<file path="src/dual_tone_wavetable_synth_macros.svh">
// Assertion macros shared by the dual-tone synth RTL.
// Each macro expects a clock named clk and a reset named rst in scope.
`ifndef DUAL_TONE_WAVETABLE_SYNTH_MACROS_SVH
`define DUAL_TONE_WAVETABLE_SYNTH_MACROS_SVH

// condition holds in the same cycle
`define DTWS_ASSERT_NOW(lbl, ante, cons, msg) \
  lbl: assert property (@(posedge clk) disable iff (rst) (ante) |-> (cons)) else $error(msg);

// condition holds in the following cycle
`define DTWS_ASSERT_NEXT(lbl, ante, cons, msg) \
  lbl: assert property (@(posedge clk) disable iff (rst) (ante) |=> (cons)) else $error(msg);

`endif

</file>
<file path="src/dtws_pkg.sv">
// Shared constants, types and the sine table generator for the dual-tone synth.
// No dependencies.
package dtws_pkg;

  localparam int TABLE_SIZE = 1024;
  localparam int TBL_AW     = $clog2(TABLE_SIZE);
  localparam int FRAC_W     = 16;
  localparam int STEP_W     = 26;
  localparam int PHASE_W    = TBL_AW + FRAC_W;
  localparam int VOL_W      = 12;
  localparam int SAMPLE_W   = 16;
  localparam int MIX_W      = SAMPLE_W + 1;
  localparam int PROD_W     = MIX_W + VOL_W + 1;
  localparam int OUT_SHIFT  = 18;
  localparam int OUT_W      = 12;
  localparam int CFG_IW     = 1;
  localparam int CFG_DW     = STEP_W;

  localparam logic [PHASE_W:0] PHASE_LIMIT = (PHASE_W + 1)'(TABLE_SIZE) << FRAC_W;
  localparam logic [OUT_W-1:0] PWM_OFFSET  = OUT_W'(1200);
  localparam logic [63:0]      Q60_ONE     = 64'd1 << 60;
  localparam logic [63:0]      PI_HALF_Q60 = 64'h1921FB54442D1847;
  localparam logic [63:0]      SINE_AMP    = 64'd32767;

  typedef enum logic [CFG_IW-1:0] {
    REG_TONE_A_STEP = 1'b0,
    REG_TONE_B_STEP = 1'b1
  } cfg_reg_t;

  typedef logic signed [SAMPLE_W-1:0] sample_t;
  typedef sample_t sine_rom_t [TABLE_SIZE];

  // pipeline control from the mixer back to the phase and table stages
  typedef struct packed {
    logic load;    // table read stage may take new data
    logic accept;  // input transaction completes this cycle
  } pipe_ctl_t;

  // (a*b) >> 60, both operands below 2^62
  function automatic logic [63:0] mul_q60(input logic [63:0] a, input logic [63:0] b);
    logic [127:0] p;
    p = {64'd0, a} * {64'd0, b};
    return p[123:60];
  endfunction

  // unsigned floor quotient by shift and subtract, used at elaboration only
  function automatic logic [63:0] div_u64(input logic [63:0] num, input logic [63:0] den);
    logic [63:0] quo;
    logic [64:0] rem;
    quo = '0;
    rem = '0;
    for (int b = 63; b >= 0; b--) begin
      rem = {rem[63:0], num[b]};
      if (rem >= {1'b0, den}) begin
        rem    = rem - {1'b0, den};
        quo[b] = 1'b1;
      end
    end
    return quo;
  endfunction

  // Taylor series in Q60; odd selects sine, else cosine
  function automatic logic signed [63:0] taylor_q60(input logic [63:0] x, input logic odd);
    logic [63:0]        x2;
    logic [63:0]        term;
    logic [63:0]        n;
    logic [63:0]        dv;
    logic signed [63:0] sum;
    logic               neg;
    x2   = mul_q60(x, x);
    term = odd ? x : Q60_ONE;
    sum  = signed'(term);
    n    = odd ? 64'd1 : 64'd0;
    neg  = 1'b1;
    while (term != 64'd0) begin
      dv   = (n + 64'd1) * (n + 64'd2);
      term = div_u64(mul_q60(term, x2), dv);
      n    = n + 64'd2;
      if (neg) sum = sum - signed'(term);
      else     sum = sum + signed'(term);
      neg  = !neg;
    end
    return sum;
  endfunction

  function automatic sample_t sine_entry(input int unsigned i);
    logic [63:0]        k;
    logic [63:0]        q;
    logic [63:0]        r;
    logic [63:0]        theta;
    logic signed [63:0] s;
    logic [63:0]        m;
    logic [63:0]        mag;
    k     = 64'(i) * 64'd4;
    q     = (k / TABLE_SIZE) & 64'd3;
    r     = k % TABLE_SIZE;
    theta = (PI_HALF_Q60 / TABLE_SIZE) * r + ((PI_HALF_Q60 % TABLE_SIZE) * r) / TABLE_SIZE;
    s     = taylor_q60(theta, q[0] == 1'b0);
    m     = (s < 0) ? 64'd0 : 64'(s);
    if (m > Q60_ONE) m = Q60_ONE;
    mag   = ((m >> 15) * SINE_AMP) >> 45;
    return (q >= 64'd2) ? sample_t'(64'd0 - mag) : sample_t'(mag);
  endfunction

  function automatic sine_rom_t build_sine_rom();
    sine_rom_t t;
    for (int unsigned i = 0; i < TABLE_SIZE; i++) begin
      t[i] = sine_entry(i);
    end
    return t;
  endfunction

endpackage

</file>
<file path="src/dtws_phase.sv">
// Step registers and the two phase accumulators of the dual-tone synth.
// Depends on dtws_pkg. Drives the table addresses for the sine ROM.
module dtws_phase (
  input  logic                       clk,
  input  logic                       rst,
  input  dtws_pkg::pipe_ctl_t        ctl,
  input  logic                       cfg_write_en,
  input  logic [dtws_pkg::CFG_IW-1:0] cfg_index,
  input  logic [dtws_pkg::CFG_DW-1:0] cfg_data,
  output logic [dtws_pkg::TBL_AW-1:0] addr_a,
  output logic [dtws_pkg::TBL_AW-1:0] addr_b
);
  import dtws_pkg::*;

  logic [STEP_W-1:0]  step_a;
  logic [STEP_W-1:0]  step_b;
  logic [PHASE_W-1:0] phase_a;
  logic [PHASE_W-1:0] phase_b;
  logic [PHASE_W-1:0] phase_a_next;
  logic [PHASE_W-1:0] phase_b_next;
  logic [PHASE_W:0]   sum_a;
  logic [PHASE_W:0]   sum_b;

  // step never exceeds the table span, so one subtraction wraps
  always_comb begin
    sum_a = {1'b0, phase_a} + (PHASE_W + 1)'(step_a);
    sum_b = {1'b0, phase_b} + (PHASE_W + 1)'(step_b);
    phase_a_next = (sum_a >= PHASE_LIMIT) ? PHASE_W'(sum_a - PHASE_LIMIT) : PHASE_W'(sum_a);
    phase_b_next = (sum_b >= PHASE_LIMIT) ? PHASE_W'(sum_b - PHASE_LIMIT) : PHASE_W'(sum_b);
  end

  assign addr_a = phase_a_next[FRAC_W +: TBL_AW];
  assign addr_b = phase_b_next[FRAC_W +: TBL_AW];

  always_ff @(posedge clk) begin
    if (rst) begin
      step_a  <= '0;
      step_b  <= '0;
      phase_a <= '0;
      phase_b <= '0;
    end else begin
      if (ctl.accept) begin
        phase_a <= phase_a_next;
        phase_b <= phase_b_next;
      end
      if (cfg_write_en) begin
        unique case (cfg_reg_t'(cfg_index))
          REG_TONE_A_STEP: begin
            step_a <= cfg_data[STEP_W-1:0];
            if (cfg_data[STEP_W-1:0] == '0) phase_a <= '0;
          end
          REG_TONE_B_STEP: begin
            step_b <= cfg_data[STEP_W-1:0];
            if (cfg_data[STEP_W-1:0] == '0) phase_b <= '0;
          end
        endcase
      end
    end
  end

endmodule

</file>
<file path="config.mk">
export PLATFORM = sky130hd
export DESIGN_NAME = dtws_phase
export DESIGN_NICKNAME = d
export VERILOG_FILES = /design/src/dual_tone_wavetable_synth_macros.svh /design/src/dtws_pkg.sv /design/src/dtws_phase.sv
export SDC_FILE = /design/constraint.sdc
export NUM_CORES = 1
export LEC_CHECK = 0
export BUFFER_PORTS_ARGS = -buffer_cell sky130_fd_sc_hd__buf_4
export CAP_MARGIN = 20
export CELL_PAD_IN_SITES_DETAIL_PLACEMENT = 0
export CELL_PAD_IN_SITES_GLOBAL_PLACEMENT = 1
export CORE_ASPECT_RATIO = 1.2
export CORE_MARGIN = 2
export CORE_UTILIZATION = 41
export DETAILED_ROUTE_END_ITERATION = 6
export PLACE_DENSITY_LB_ADDON = 0.1
export RECOVER_POWER = 25
export SYNTH_ARGS = -nofsm -noshare
export SYNTH_HDL_FRONTEND = slang
export SYNTH_SLANG_ARGS = --single-unit
</file>
<file path="constraint.sdc">
create_clock -name clk -period 2.7 [get_ports clk]
set_input_delay 0.135 -clock clk [delete_from_list [all_inputs] [get_ports clk]]
set_output_delay 0.135 -clock clk [all_outputs]
set_load 0.01 [all_outputs]
</file>
==> reports/metrics.cfg <==
[synthesis]
ys.flop_type = dfxtp_1
synth.ff_latch_count = 104
asyncSetResetFlopFracSynth_pct = 0
synth.area.top_cells = dfxtp_1 (31%), ha_1 (9.2%), nand2_1 (8.2%), a21oi_1 (7.6%), mux2i_1 (4.0%)
synth_top_area_share_pct = 30.6
yosysWarnings = 0
synth_edf_count = 0
seq_area_frac_synth_pct = 30.6
syn_area_sq_mm = 0.00681
yosysTopAreaCell = dfxtp_1
syn-num-nets = 945
syn_inst = 861
synth.avg_cell_area_sq_um = 7.91
synth.distinct_cells = 62

[critical_path]
endpoint_kind = output port
critPathMaxStageDelay_ps = 410
r2r_cells = 11
start_kind = register
startpoint = phase_a[0]
crit_path_top_delay_cell = a2111o_1
crit_type = register to output port
cp_max_fo = 4
cp_cell_sequence = ha_4 -> fa_2 -> a21oi_2 -> o21ai_2 -> a2111o_1 -> nand4_1 -> a21o_1 -> nand2_2 -> xnor2_1 -> buf_4
reg2reg_to = phase_b[16]
required_ps = 2570
timing.rr.start = phase_b[0]
crit_path_end = addr_a[2]
cp_data_arrival_time_ps = 2750
ff2ff_setup_slack_ps = 50

[sta]
max_clock_freq_mhz = 347
hold_ws_ps = 36.6
fin_crit_ps = 2890
slew_violations = 0
slew-limit-headroom_pct = 37.9
finalSetupViolCount = 16
hold_violations = 0
clock_skew_ps = 9.99
setup_ws_ps = -186
rsz0062_at_grt = yes
tns_ps = -1810
finalCritPeriodShare_pct = 107
tightest_slew_ps = 932

[placed_design]
dp_slack_ps = -131
routabilityCongestion = 0.842
placed_area_sq_mm = 0.00747
dp_hpwl_um = 13700
io_buffer_count = 50

[run]
maxCapViolCount = 0

[global_routing]
grt_max_degree = 40
grt.total_usage_pct = 22.1
grt_pass1_vias = 6412
grt-ovfl-total = 0
grt_pass1_wl_um = 31500
antenna_found_initial = 0

[routing]
drc = 0
postRouteAntennaNets = 0
dr.pass1.iters = 4
routed_via_density = 5.55
wirelength_um = 19200
wl_per_cell_um = 16.7
drt_iter0_markers = 332
vias = 6411

[floorplanning]
num_rows = 51
io_pins = 52
initial_core_util_pct = 41.9
die_h_um = 145
core_sq_mm = 0.0163
dieArea_sq_mm = 0.0177
die_w_um = 122

[clock_network]
clock_path_buffers = 2
clkLatencyLatePin_ps = 360
clk_pin_slew_worst_paths_ps = 70
cts_tree = done
htree_levels = 3
cts_root_buf = clkbuf_16
cts_made_buffers = 9
hold_buffers = 0
cts_sinks = 104

[finish]
antennaDiodeCount = 0
final_cell_mix = nand2_1 (142), buf_4 (111), a21oi_1 (96)
drive_gt1_share_pct = 27.0
finalNetCount = 1022
mostFrequentLayoutCell = nand2_1
num-fill-cells = 1591
area_delta_synth_final_pct = 27.5
postLayoutCellArea_sq_mm = 0.00869

[pwr]
max-vdd-ir-drop_mv = 0.325
p_per_area_mw_per_mm2 = 421
leakage_nw = 3.79

[worst_hold_path]
hp-class = input pin to register

[run_status]
violations = setup timing
outcome = complete, but fails checks

[worst max-delay path, delay by kind of cell (launching register included)]
kind	cells	cell delay, ps
flops	1	340
simple gates	2	320
compound gates	4	890
xor+xnor	1	160
fa+ha+maj	2	540
buf+inv	1	140
[metrics by stage]
| step | cells | utilization (%) | total power, mW |
|---|---|---|---|
| after detailed placement | 1100 | 45.9 | 2.32 |
| final | 1155 | 53.4 | 3.66 |
| after global placement | 1100 | 45.9 | 2.31 |
| after global routing | 1155 | 53.4 | 3.83 |
| after CTS | 1141 | 51.5 | 3.65 |
| after floorplan | 861 | - | 2.09 |
[layout make-up]
cell class | instances | area (sq um) | share of cell area, %
clock inverter | 7 | 56.3 | 0.648
timing repair buffer | 121 | 938 | 10.8
multi-input combinational | 688 | 5040 | 58.0
tap | 212 | 265 | 3.05
clock buffer | 9 | 225 | 2.59
inverter | 14 | 52.6 | 0.605
sequential | 104 | 2110 | 24.3
[kinds of logic after synthesis]
family / count (synthesis) / synth area share (%)
AOI/OAI and AO/OA: 253 / 24.9
DFF: 104 / 30.6
and+or+nand+nor: 314 / 21.2
adders and majority gates: 52 / 9.77
buffers and inverters: 69 / 4.15
xor gates and xnor gates: 42 / 5.40
muxes: 27 / 3.97
[sequential cells by signal, summed over array words and instances, names as in the netlist]
signal   cells
phase_a     26
phase_b     26
step_a      26
step_b      26
[power by group]
part	switching, mW	leakage [nW]	internal (mW)	total, mW
Combinational	0.398	2.79	0.322	0.720
Sequential	0.0593	0.858	1.61	1.67
Clock	0.636	0.136	0.634	1.27
[worst min path at each step]
| stage | startpoint | to | slack (ps) | cells after the start |
|---|---|---|---|---|
| 2_1_floorplan | cfg_data[0] | step_a[0] | 270 | 2 |
| 3_3_place_gp | cfg_data[21] | step_a[21] | 410 | 3 |
| 3_5_place_dp | cfg_data[21] | step_a[21] | 410 | 3 |
| 4_1_cts | cfg_data[4] | step_a[4] | 20 | 3 |
| 5_1_grt | cfg_data[4] | step_a[4] | 40 | 3 |
| 6_report | cfg_data[21] | step_a[21] | 40 | 3 |
[metal layers]
metal,vias up,global-route usage [%],wire length (um)
met5,-,0,0
met4,0,7.99,422
met3,27,1.93,363
met2,89,40.1,9880
met1,3021,26.7,8570
li1,3274,-,-
[synth_stat cells (3+ instances only)]
master     count
nand3_1       32
a31o_2         4
o21ai_0       16
xnor2_1       26
mux2i_1       27
o21bai_1       9
buf_2         16
a2111oi_0      3
o211ai_1       7
nor3_1         8
o21ai_1       11
nand4_1       13
a2111o_1       4
clkbuf_1      28
inv_1         14
a21oi_2        7
xor2_1        16
ha_1          50
dfxtp_1      104
or3_1         11
or2_2          3
and4_1         5
a211oi_1      10
o2111ai_1      3
a21oi_1      104
a31oi_1       11
nor2_1        53
nand2_1      149
nand3b_1       6
and3_1         6
nand2b_1       3
a21o_1        34
nor4_1        11
buf_1         10
nor2b_1        5
a311o_1        4
[what timing repair did]
action,in CTS,in global routing
buffers inserted,26,16
gates resized for setup,87,49
endpoints found under the setup margin,21,24
pin swaps,52,38
Note: power is estimated with default switching activity, not from simulation.
