**src/dual_tone_wavetable_synth_macros.svh**
```systemverilog
// Assertion macros shared by the dual-tone synth RTL.
// Each macro expects a clock named clk and a reset named rst in scope.
`ifndef DUAL_TONE_WAVETABLE_SYNTH_MACROS_SVH
`define DUAL_TONE_WAVETABLE_SYNTH_MACROS_SVH

// condition holds in the same cycle
`define DTWS_ASSERT_NOW(lbl, ante, cons, msg) \
  lbl: assert property (@(posedge clk) disable iff (rst) (ante) |-> (cons)) else $error(msg);

// condition holds in the following cycle
`define DTWS_ASSERT_NEXT(lbl, ante, cons, msg) \
  lbl: assert property (@(posedge clk) disable iff (rst) (ante) |=> (cons)) else $error(msg);

`endif

```
**src/dtws_pkg.sv**
```systemverilog
// Shared constants, types and the sine table generator for the dual-tone synth.
// No dependencies.
package dtws_pkg;

  localparam int TABLE_SIZE = 1024;
  localparam int TBL_AW     = $clog2(TABLE_SIZE);
  localparam int FRAC_W     = 16;
  localparam int STEP_W     = 26;
  localparam int PHASE_W    = TBL_AW + FRAC_W;
  localparam int VOL_W      = 12;
  localparam int SAMPLE_W   = 16;
  localparam int MIX_W      = SAMPLE_W + 1;
  localparam int PROD_W     = MIX_W + VOL_W + 1;
  localparam int OUT_SHIFT  = 18;
  localparam int OUT_W      = 12;
  localparam int CFG_IW     = 1;
  localparam int CFG_DW     = STEP_W;

  localparam logic [PHASE_W:0] PHASE_LIMIT = (PHASE_W + 1)'(TABLE_SIZE) << FRAC_W;
  localparam logic [OUT_W-1:0] PWM_OFFSET  = OUT_W'(1200);
  localparam logic [63:0]      Q60_ONE     = 64'd1 << 60;
  localparam logic [63:0]      PI_HALF_Q60 = 64'h1921FB54442D1847;
  localparam logic [63:0]      SINE_AMP    = 64'd32767;

  typedef enum logic [CFG_IW-1:0] {
    REG_TONE_A_STEP = 1'b0,
    REG_TONE_B_STEP = 1'b1
  } cfg_reg_t;

  typedef logic signed [SAMPLE_W-1:0] sample_t;
  typedef sample_t sine_rom_t [TABLE_SIZE];

  // pipeline control from the mixer back to the phase and table stages
  typedef struct packed {
    logic load;    // table read stage may take new data
    logic accept;  // input transaction completes this cycle
  } pipe_ctl_t;

  // (a*b) >> 60, both operands below 2^62
  function automatic logic [63:0] mul_q60(input logic [63:0] a, input logic [63:0] b);
    logic [127:0] p;
    p = {64'd0, a} * {64'd0, b};
    return p[123:60];
  endfunction

  // unsigned floor quotient by shift and subtract, used at elaboration only
  function automatic logic [63:0] div_u64(input logic [63:0] num, input logic [63:0] den);
    logic [63:0] quo;
    logic [64:0] rem;
    quo = '0;
    rem = '0;
    for (int b = 63; b >= 0; b--) begin
      rem = {rem[63:0], num[b]};
      if (rem >= {1'b0, den}) begin
        rem    = rem - {1'b0, den};
        quo[b] = 1'b1;
      end
    end
    return quo;
  endfunction

  // Taylor series in Q60; odd selects sine, else cosine
  function automatic logic signed [63:0] taylor_q60(input logic [63:0] x, input logic odd);
    logic [63:0]        x2;
    logic [63:0]        term;
    logic [63:0]        n;
    logic [63:0]        dv;
    logic signed [63:0] sum;
    logic               neg;
    x2   = mul_q60(x, x);
    term = odd ? x : Q60_ONE;
    sum  = signed'(term);
    n    = odd ? 64'd1 : 64'd0;
    neg  = 1'b1;
    while (term != 64'd0) begin
      dv   = (n + 64'd1) * (n + 64'd2);
      term = div_u64(mul_q60(term, x2), dv);
      n    = n + 64'd2;
      if (neg) sum = sum - signed'(term);
      else     sum = sum + signed'(term);
      neg  = !neg;
    end
    return sum;
  endfunction

  function automatic sample_t sine_entry(input int unsigned i);
    logic [63:0]        k;
    logic [63:0]        q;
    logic [63:0]        r;
    logic [63:0]        theta;
    logic signed [63:0] s;
    logic [63:0]        m;
    logic [63:0]        mag;
    k     = 64'(i) * 64'd4;
    q     = (k / TABLE_SIZE) & 64'd3;
    r     = k % TABLE_SIZE;
    theta = (PI_HALF_Q60 / TABLE_SIZE) * r + ((PI_HALF_Q60 % TABLE_SIZE) * r) / TABLE_SIZE;
    s     = taylor_q60(theta, q[0] == 1'b0);
    m     = (s < 0) ? 64'd0 : 64'(s);
    if (m > Q60_ONE) m = Q60_ONE;
    mag   = ((m >> 15) * SINE_AMP) >> 45;
    return (q >= 64'd2) ? sample_t'(64'd0 - mag) : sample_t'(mag);
  endfunction

  function automatic sine_rom_t build_sine_rom();
    sine_rom_t t;
    for (int unsigned i = 0; i < TABLE_SIZE; i++) begin
      t[i] = sine_entry(i);
    end
    return t;
  endfunction

endpackage

```
**src/dtws_mix.sv**
```systemverilog
// Mix, volume scaling and output stages with per-stage flow control.
// Depends on dtws_pkg and the assertion macro header.
`include "dual_tone_wavetable_synth_macros.svh"

module dtws_mix (
  input  logic                       clk,
  input  logic                       rst,
  input  logic                       in_valid,
  output logic                       in_stall,
  input  logic [dtws_pkg::VOL_W-1:0] volume_level,
  input  dtws_pkg::sample_t          data_a,
  input  dtws_pkg::sample_t          data_b,
  output dtws_pkg::pipe_ctl_t        ctl,
  output logic                       out_valid,
  input  logic                       out_stall,
  output logic [dtws_pkg::OUT_W-1:0] pwm_compare
);
  import dtws_pkg::*;

  logic                     v1;
  logic                     v2;
  logic [VOL_W-1:0]         vol1;
  logic signed [PROD_W-1:0] prod2;
  logic signed [PROD_W-1:0] prod_next;
  logic signed [MIX_W-1:0]  mix;
  logic                     en_out;
  logic                     en2;
  logic                     en1;

  // a stage advances when empty or when the stage after it advances
  always_comb begin
    en_out     = !out_valid || !out_stall;
    en2        = !v2 || en_out;
    en1        = !v1 || en2;
    ctl.load   = en1;
    ctl.accept = in_valid && en1;
    in_stall   = !en1;
  end

  always_comb begin
    mix       = MIX_W'(data_a) + MIX_W'(data_b);
    prod_next = PROD_W'(mix) * PROD_W'(signed'({1'b0, vol1}));
  end

  always_ff @(posedge clk) begin
    if (rst) begin
      v1        <= 1'b0;
      v2        <= 1'b0;
      out_valid <= 1'b0;
    end else begin
      if (en1)    v1        <= in_valid;
      if (en2)    v2        <= v1;
      if (en_out) out_valid <= v2;
    end
  end

  // low bits of the floor shift are all the masked result needs
  always_ff @(posedge clk) begin
    if (ctl.accept) vol1 <= volume_level;
    if (en2 && v1) prod2 <= prod_next;
    if (en_out && v2) pwm_compare <= prod2[OUT_SHIFT +: OUT_W] + PWM_OFFSET;
  end

  `DTWS_ASSERT_NEXT(a_accept_fills_s1, ctl.accept, v1, "accepted transaction lost at table stage")
  `DTWS_ASSERT_NEXT(a_s2_holds, v2 && out_valid && out_stall, v2 && $stable(prod2), "product lost under stall")
  `DTWS_ASSERT_NEXT(a_s2_drains, v2 && en_out, out_valid, "product not moved to output")
  `DTWS_ASSERT_NOW(a_stall_only_full, in_stall, v1 && v2 && out_valid, "input stalled with a free stage")

endmodule

```
**config.mk**
```make
export PLATFORM = sky130hd
export DESIGN_NAME = dtws_mix
export DESIGN_NICKNAME = d
export VERILOG_FILES = /design/src/dtws_pkg.sv /design/src/dtws_mix.sv
export VERILOG_INCLUDE_DIRS = /design/src /design/src/src
export SDC_FILE = /design/constraint.sdc
export NUM_CORES = 1
export LEC_CHECK = 0
export BUFFER_PORTS_ARGS = -buffer_cell sky130_fd_sc_hd__buf_2
export CAP_MARGIN = 20
export CORE_MARGIN = 2
export CORE_UTILIZATION = 49
export CTS_BUF_LIST = sky130_fd_sc_hd__clkbuf_2
export CTS_CLUSTER_DIAMETER = 80
export DETAILED_ROUTE_END_ITERATION = 10
export PLACE_DENSITY = 0.78
export SLEW_MARGIN = 20
export SYNTH_ARGS = -nofsm -noshare
export SYNTH_HDL_FRONTEND = slang
export SYNTH_SLANG_ARGS = --single-unit
```
**constraint.sdc**
```tcl
create_clock -name clk -period 12.5 [get_ports clk]
set_clock_uncertainty 0.1 [all_clocks]
set_input_delay 2.5 -clock clk [delete_from_list [all_inputs] [get_ports clk]]
set_output_delay 2.5 -clock clk [all_outputs]
set_load 0.02 [all_outputs]
```
==> metrics, run 1 <==
Critical Path End Type=register; CP peak stage delay=0.83 ns; antenna-violating nets left=0; starting density of the core=0.503; flops & latches, synth=39; setup TNS=0 ns; RSZ-0062 raised after global routing=false; Area contributors post-synth=fa_1 37%, edfxtp_1 11%, ha_1 11%; Worst R2R End=prod2[28]$_DFFE_PP_; Syn Std Cell Area=0.00985 mm^2; hold path start=prod2[18]$_DFFE_PP_; setup violators final=0; ys flop type=edfxtp_1; Ys Warns=0; Cell Count, Final, Fillers Out=1349; Die W=146 um; Setup Fix Bufs, Post-CTS=0; syn_area_per_cell=9.32 um^2; DP HPWL=16.3 mm; Placer Congestion=0.865; Setup CP Type=in -> reg; area grow syn2layout=5.46%; routed wire length=19.4 mm; FP Rows=51; Post-synth EDFFs=36; actual slew at the worst max-slew pin=1.05 ns; CTS H-tree lvls=2; drt wl/cell=14.4 um; total CTS buffers=5; asr flop ratio synth=0; vias=6946; crit path DAT=9.39 ns; Worst Hold Path EP=pwm_compare[0]$_DFFE_PP_; Slowest cell on crit path=xor2_1; hold violation total from the final report=0; top achievable clock speed=108 MHz; clock root buffer=clkbuf_2; Hold Path Stages=0; insertion delay to the later sink of the worst-skew pair=0.45 ns; worst r2r path cells=17; area leader, netlist=fa_1; Hold Buf Count CTS=0; post-synth net total=1373; die area=0.0212 mm^2; grt ovf=0; Final Cell Area=0.0104 mm^2; post-synth top area share=0.372; distinct cell type count after synthesis=64; Bufs on Longest Clock Path=2; Hold WC Path Type=reg -> reg; DR iter-0 viols=296; placed inst area=0.0103 mm^2; post-layout minimum cycle time=9.25 ns; Slew HR=0.278; initial antenna violation count=1; synth cell count leaders=254 x inv_1, 183 x fa_1, 116 x nand2_1, 86 x ha_1, 60 x and2_1; overall global routing resource usage=0.199; via density per instance=5.15; top-count cell post-synth=inv_1; largest net degree at the start of global routing=27; total core area=0.0196 mm^2; Critical Path RT=12.64 ns; maximum capacitance violations=0; DR DRC count=0; post-CTS sizing=0; placed insts=1340; layout cells sized above 1=0.102; critical path's most frequent cell=fa_1; Top Ports=64; number of port buffers=63; nets=1399; cell count after synthesis=1056; Seq/Total Area, Yosys=0.116; vias in the first global route=7636; clock-pin slew on the worst setup and hold paths=0.22 ns; startpoint class of the critical path=primary input; post-route clock period utilization=0.740; die extent in y=146 um; r2r startpoint=vol1[4]$_DFFE_PP_; global-route wire length before repair=34.8 mm; Pre-Repair DR Iteration Count=6; R2R setup slack=6.36 ns; CTS Sinks=39; status=finished clean; CTS tree=yes; fill count=1754; crit-path max FO=12; fin. max-slew vios=0
critical path, delay by kind of cell:
family / cells / cell delay (ns)
buffers and inverters: 5 / 0.28
AOI/OAI and AO/OA: 7 / 1.37
adders and majority gates: 8 / 3.44
and+or+nand+nor: 4 / 0.82
xor gates and xnor gates: 2 / 0.97
metal layers:
metal  routed length, um  track usage
met5                   0            0
met4                 564       0.0686
met3                 792       0.0188
met2               10300        0.375
met1                7740        0.236
final cells by class:
type | count | area [um^2] | share of cell area
Antenna cell | 1 | 2.50 | 0.000241
Clock buffer | 5 | 25.0 | 0.00241
Timing Repair Buffer | 66 | 338 | 0.0325
Inverter | 255 | 957 | 0.0922
Sequential cell | 39 | 1140 | 0.110
Tap cell | 265 | 332 | 0.0319
Clock inverter | 3 | 43.8 | 0.00422
Multi-Input combinational cell | 715 | 7540 | 0.727
metrics by stage:
step	hold slack [ns]	worst slack, ns	util
floorplan	0.300	3.59	-
global placement	0.308	2.87	0.526
detailed placement	0.313	2.77	0.526
CTS	0.359	3.28	0.529
global route	0.384	2.86	0.530
finish	0.356	3.25	0.530
placed cells by master, fill, tap and decap left out, drive strengths merged, types with 5 or more instances in the layout:
master  instances
a21oi          34
and3           13
buf            66
nand3          15
fa            183
mux2            7
nand2b         22
mux2i           7
nand2         116
o21a           10
ha             86
nand3b          7
edfxtp         36
nor2b           8
inv           255
clkbuf          5
xor2           16
and2           60
and3b           6
a21o           14
xnor2          21
o21ai          23
nor2           24
state kept, by name, indices dropped and copies added, names as in the netlist:
register and flops:
prod2 12, pwm_compare 12, vol1 12, out_valid 1, v1 1, v2 1
cell families after synthesis:
group | Yosys count | synth area share
buffers and inverters | 302 | 0.119
and+or+nand+nor | 290 | 0.152
adders and majority gates | 269 | 0.481
AOI/OAI and AO/OA | 105 | 0.0812
DFF | 39 | 0.116
xor gates and xnor gates | 37 | 0.0329
muxes | 14 | 0.0170
worst max-delay path by stage:
stage                    from                  end  depth (start not counted)
floorplan           data_a[7]  prod2[29]$_DFFE_PP_                         26
global placement    data_a[0]  prod2[28]$_DFFE_PP_                         26
detailed placement  data_a[0]  prod2[28]$_DFFE_PP_                         27
CTS                 data_a[0]  prod2[28]$_DFFE_PP_                         27
global route        data_a[0]  prod2[28]$_DFFE_PP_                         27
finish              data_a[0]  prod2[28]$_DFFE_PP_                         26
Power of run 1 is not shown: default switching activity piles up to over one toggle a cycle in this logic, so the estimate is an artifact.
==> run 2: changes to the inputs <==
--- a/config.mk
+++ b/config.mk
@@ -13,7 +13,7 @@
 export CTS_BUF_LIST = sky130_fd_sc_hd__clkbuf_2
 export CTS_CLUSTER_DIAMETER = 80
 export DETAILED_ROUTE_END_ITERATION = 10
-export PLACE_DENSITY = 0.78
+export PLACE_DENSITY = 0.8
 export SLEW_MARGIN = 20
 export SYNTH_ARGS = -nofsm -noshare
 export SYNTH_HDL_FRONTEND = slang
==> constraint.sdc (replaced) <==
create_clock -name clk -period 7.9 [get_ports clk]
set_clock_uncertainty 0.1 [all_clocks]
set_input_delay 1.58 -clock clk [delete_from_list [all_inputs] [get_ports clk]]
set_output_delay 1.58 -clock clk [all_outputs]
set_load 0.02 [all_outputs]
==> run 2 against run 1 <==
- critical path depth up 1
- hold slack worse by 0.0044 ns
- first-iteration DRC count down 14%
- count of clock-buffer cells in the layout unchanged
- critical path type unchanged
==> metrics, run 2 (synthesized netlist as in run 1, its figures left out) <==
status=finished clean; CTS tree=yes; top routing layer used=met4; die area=0.0212 mm^2; top achievable clock speed=129 MHz; vias=7338; Setup WS pre-CTS=-0.414 ns; DR iter-0 viols=254; crit path DAT=7.90 ns; hold violation total from the final report=0; Hold WC Path Type=reg -> reg; Placer Congestion=0.895; diodes inserted=0; clock-pin slew on the worst setup and hold paths=0.21 ns; Pre-Repair DR Iteration Count=4; Cell Count, Final, Fillers Out=1455; Largest regs=prod2 x12, pwm_compare x12, vol1 x12; vias in the first global route=8098; area grow syn2layout=15.9%; grt ovf=0; Bufs on Longest Clock Path=2; Critical Path RT=8.07 ns; maximum capacitance violations=0; Hold Buf Count CTS=0; DP HPWL=17.1 mm; nets=1506; antenna-violating nets left=0; met3 wire len=448 um; FP Rows=51; global-route wire length before repair=35.2 mm; via density per instance=5.04; drt wl/cell=13.8 um; Top Ports=64; fin. max-slew vios=0; CP delay by family, top=adder cells; DR WL met2=11.1 mm; die extent in y=146 um; Critical Path End Type=register; overall global routing resource usage=0.199; post-layout minimum cycle time=7.74 ns; most common cell after layout, fill and taps aside=inv_1; number of port buffers=63; CTS H-tree lvls=2; routed wire length=20.1 mm; DR DRC count=0; Die W=146 um; RSZ-0062 raised after global routing=true; setup violators final=0; clock root buffer=clkbuf_2; initial antenna violation count=0; placed insts=1441; post-route clock period utilization=0.979; Slew HR=0.345; CP Buf/Inv Count=7; total core area=0.0196 mm^2; CP peak stage delay=0.54 ns; CTS Sinks=39; starting density of the core=0.503; total CTS buffers=5; Setup CP Type=in -> reg; startpoint class of the critical path=primary input; largest net degree at the start of global routing=26; commonest cells after routing, fill and taps aside=252 x inv_1, 178 x fa_1, 114 x nand2_1; final worst setup slack=0.164 ns; setup TNS=0 ns; actual slew at the worst max-slew pin=0.979 ns; Slowest cell on crit path=fa_1; WL met1=7.84 mm; crit-path max FO=6; layout cells sized above 1=0.208; insertion delay to the later sink of the worst-skew pair=0.43 ns; critical path's most frequent cell=fa_1
## run 2: what timing repair did
action                                 4_1_cts  5_1_grt
endpoints found under the hold margin        0        0
setup endpoints to repair                    0       10
setup buffers                                0        5
resized for setup                            0       40
## run 2: per-stage QoR
| step | hold slack (ns) | utilization | instance area [um^2] |
|---|---|---|---|
| 2_1_floorplan | 0.300 | - | 9880 |
| 3_3_place_gp | 0.308 | 0.568 | 11100 |
| 3_5_place_dp | 0.308 | 0.568 | 11100 |
| 4_1_cts | 0.353 | 0.571 | 11200 |
| 5_1_grt | 0.366 | 0.583 | 11400 |
| 6_report | 0.352 | 0.583 | 11400 |
## run 2: cell type report
| type | instances | area, um^2 |
|---|---|---|
| fill | 1638 | 8180 |
| multi-input combinational | 716 | 7730 |
| timing repair buffer | 172 | 1180 |
| sequential | 39 | 1140 |
| inverter | 255 | 957 |
| tap | 265 | 332 |
| clock inverter | 3 | 43.8 |
| clock buffer | 5 | 25.0 |
## run 2: worst paths after layout
check | start | to | slack (ns) | cells past startpoint
min reg2reg | prod2[19]$_DFFE_PP_ | pwm_compare[1]$_DFFE_PP_ | 0.35 | 0
max reg2reg | vol1[1]$_DFFE_PP_ | prod2[27]$_DFFE_PP_ | 2.24 | 19
max | data_a[7] | prod2[27]$_DFFE_PP_ | 0.16 | 27
min | prod2[19]$_DFFE_PP_ | pwm_compare[1]$_DFFE_PP_ | 0.35 | 0
## run 2: per-layer routing
| layer | vias to the layer above | global-route usage |
|---|---|---|
| li1 | 3474 | - |
| met1 | 3678 | 0.220 |
| met2 | 128 | 0.394 |
| met3 | 58 | 0.0166 |
| met4 | 0 | 0.0725 |
| met5 | - | 0 |
## run 2: worst reg2reg max path, delay by kind of cell, from the launching register on
family / cells / cell delay [ns]
AO/OA/AOI/OAI: 6 / 1.00
adder cells (fa/ha/maj): 6 / 2.83
buffers and inverters: 4 / 0.21
flip-flops: 1 / 0.71
multiplexers: 1 / 0.11
AND/OR/NAND/NOR: 2 / 0.58
Power of run 2 is left out for the same reason.
